==> src/hw/rtl/vfc_ram.sv <==
// Generic single-write, single-read RAM with a registered read port.
`timescale 1ns / 1ps
`default_nettype none

module vfc_ram #(
    parameter int WIDTH = 32,
    parameter int DEPTH = 8,
    parameter int AW    = (DEPTH > 1) ? $clog2(DEPTH) : 1
) (
    input  wire logic             i_clk,
    input  wire logic             i_we,
    input  wire logic [AW-1:0]    i_waddr,
    input  wire logic [WIDTH-1:0] i_wdata,
    input  wire logic [AW-1:0]    i_raddr,
    output logic      [WIDTH-1:0] o_rdata
);

    logic [WIDTH-1:0] r_mem [DEPTH];

    // Write port and registered read port.
    always_ff @(posedge i_clk) begin
        if (i_we) begin
            r_mem[i_waddr] <= i_wdata;
        end
        o_rdata <= r_mem[i_raddr];
    end

endmodule

`default_nettype wire

==> config.mk <==
export PLATFORM = sky130hd
export DESIGN_NAME = vfc_ram
export DESIGN_NICKNAME = d
export VERILOG_FILES = /design/src/hw/rtl/vfc_ram.sv
export SDC_FILE = /design/constraint.sdc
export NUM_CORES = 1
export LEC_CHECK = 0
export BUFFER_PORTS_ARGS = -buffer_cell sky130_fd_sc_hd__buf_2
export CELL_PAD_IN_SITES_DETAIL_PLACEMENT = 1
export CELL_PAD_IN_SITES_GLOBAL_PLACEMENT = 1
export CORE_ASPECT_RATIO = 1.25
export CORE_UTILIZATION = 53
export CTS_CLUSTER_SIZE = 8
export DETAILED_ROUTE_END_ITERATION = 12
export PLACE_DENSITY_LB_ADDON = 0.08
export SLEW_MARGIN = 20
export SYNTH_ARGS = -nofsm -noshare
export SYNTH_HDL_FRONTEND = slang
export SYNTH_SLANG_ARGS = --single-unit
==> constraint.sdc <==
create_clock -name i_clk -period 4.7 [get_ports i_clk]
set_input_delay 1.41 -clock i_clk [delete_from_list [all_inputs] [get_ports i_clk]]
set_output_delay 1.41 -clock i_clk [all_outputs]
set_load 0.005 [all_outputs]
==> results_dict.tcl <==
set metrics [dict create \
    syn_area_sq_um 10500 \
    io_buffer_count 71 \
    path_cells "buf_4 -> buf_12 -> mux4_1 -> mux2_2" \
    drt.antenna.violating_nets 0 \
    clk_latency_ns 0.51 \
    worstHoldPathCells 2 \
    rsz0062_at_grt "no" \
    fin_util 0.638 \
    row_count 57 \
    cts_hold_buffers 0 \
    initial_utilization 0.540 \
    cpPeakStageDelay_ns 0.63 \
    status "complete, no violations" \
    synth_compound_area_frac 0 \
    synth_xor_area_frac 0 \
    synth.ff_latch_count 288 \
    syn_area_per_cell_sq_um 25.2 \
    p_leak_nw 4.24 \
    htreeDepth 2 \
    top_usage_layer "met2" \
    synth.distinct_cells 13 \
    use_met3 0.0420 \
    yosysWarningCount 0 \
    drt_iter0_drc 398 \
    path_clk_slew_ns 0.05 \
    fin_skew_ns 0.0116 \
    grt_pass1_wl_microns 29800 \
    worstPathArrival_ns 3.15 \
    postCtsSetupBuffers 0 \
    worstPathMaxFanout 34 \
    grt_use_met1 0.273 \
    cts_buffers 41 \
    crit_path_start_kind "primary input" \
    reg2reg_slack_ns 3.38 \
    hold_viol 0 \
    nFillCells 1564 \
    cts_root_buffer "clkbuf_16" \
    r2r_end "o_rdata[12]$_DFF_P_" \
    wl_per_cell_microns 24.1 \
    max-clock-path-buffers 3 \
    grt.total_usage 0.203 \
    min_to "o_rdata[26]$_DFF_P_" \
    grt_overflow 0 \
    max_freq_mhz 363 \
    grt_pass1_vias 5131 \
    mostFrequentLayoutCells "256 x edfxtp_1, 70 x buf_2, 41 x clkbuf_16, 40 x mux4_1" \
    end_kind "flop" \
    critPathSlowestCell "mux4_1" \
    wl_microns 19800 \
    ys_seq_area_frac 0.796 \
    ios 72 \
    place_congestion 0.676 \
    vdd_drop_max_v 0.000317 \
    viasPerCell 5.61 \
    post_cts_resized 0 \
    fp.dieArea_sq_um 20300 \
    synthCells 415 \
    min_path_type "reg2reg" \
    met2_usage 0.340 \
    vias 4598 \
    powerDensity_nw_per_um2 469 \
    setup_violations 0 \
    die_y_microns 159 \
    holdWs_ns 0.662 \
    core_sq_um 19400 \
    syn2layout_area_growth_pct 18.2 \
    synthMuxAreaShare 0.186 \
    synthSimpleGateAreaFrac 0.00562 \
    period_share 0.586 \
    cp_top_family "multiplexers" \
    antenna_found_initial 0 \
    finalInstanceArea_sq_um 12400 \
    nets 566 \
    clock-sinks 288 \
    drc 0 \
    slew_violations 0 \
    r2r_cells 2 \
    placed_cell_area_sq_um 11200 \
    min_period_ns 2.76 \
    drive_gt1_frac 0.348 \
    first_pass_iters 4 \
    tightest_slew_ns 1.01 \
    die_width_microns 128 \
    dp_hpwl_microns 10700 \
    diodes 0 \
    min_from "r_mem[5][26]$_DFFE_PP_" \
    slew_headroom 0.329 \
    tns_ns 0 \
    syn_nets 455 \
    grt_max_degree 35 \
    path_buf_inv 2 \
    crit_type "in2reg" \
    timing.rr.start "r_mem[3][12]$_DFFE_PP_" \
    synth_top_family_by_area "multiplexers" \
    synthAdderAreaFrac 0 \
    cap_violations 0 \
    cts_tree "built" \
    cp.required_ns 5.10 \
    final_common_cell "edfxtp_1" \
]
synthesized netlist by cell type:
master    instances  share of area
mux4_1           40           0.10
buf_1             4         0.0014
mux2_2           32          0.034
nand2_1           2        0.00072
buf_2             6         0.0029
nor3_1            2        0.00096
buf_6             7         0.0075
clkbuf_1          1        0.00036
dfxtp_1          32          0.061
nand2b_1          3         0.0018
mux4_2           24          0.052
edfxtp_1        256           0.73
nor2_1            6         0.0022
logic make-up (layout without fill, tap and decap cells):
logic type,after synthesis,after routing
and+or+nand+nor,13,13
buffers and inverters,18,157
muxes,96,96
DFF,288,288
cell type report:
type / count / area, sq um / share of cell area
sequential: 288 / 8330 / 0.673
multi-input combinational: 109 / 2070 / 0.167
clock buffer: 69 / 1130 / 0.0914
timing repair buffer: 86 / 495 / 0.0401
tap: 265 / 332 / 0.0268
clock inverter: 2 / 17.5 / 0.00142
tightest hold or removal path: stages, from the launching register on:
cell,delay [ns]
edfxtp_1,0.31
mux4_1,0.20
mux2_2,0.13
per-stage QoR:
step / instances / power [mW] / setup WS, ns
after floorplan: 415 / 3.11 / 0.443
after global placement: 748 / 3.22 / 1.44
after detailed placement: 748 / 3.24 / 1.36
after CTS: 819 / 5.86 / 1.90
after global routing: 819 / 5.97 / 1.85
final: 819 / 5.80 / 1.94
sequential cells by signal (all words and copies together) (netlist names):
signal	cells
o_rdata	32
r_mem	256
power breakdown:
part           internal, mW  switching, mW  leakage, nW
logic                 0.129          0.134         1.09
registers              2.90         0.0264         2.60
clock network          1.62          0.990        0.547
how the worst max path moves through the flow:
stage,cells after the start,end,slack [ns],start
2_1_floorplan,2,r_mem[0][0]$_DFFE_PP_,0.44,i_waddr[2]
3_3_place_gp,4,o_rdata[8]$_DFF_P_,1.44,i_raddr[0]
3_5_place_dp,4,o_rdata[19]$_DFF_P_,1.36,i_raddr[0]
4_1_cts,4,o_rdata[19]$_DFF_P_,1.90,i_raddr[0]
5_1_grt,4,o_rdata[15]$_DFF_P_,1.85,i_raddr[0]
6_report,4,o_rdata[19]$_DFF_P_,1.94,i_raddr[0]
layer usage:
metal  share of wire  wire length [microns]
met4           0.019                    379
met2            0.51                  10000
met5               0                      0
met3           0.055                   1090
met1            0.42                   8280
Note: power is estimated with default switching activity, not from simulation.
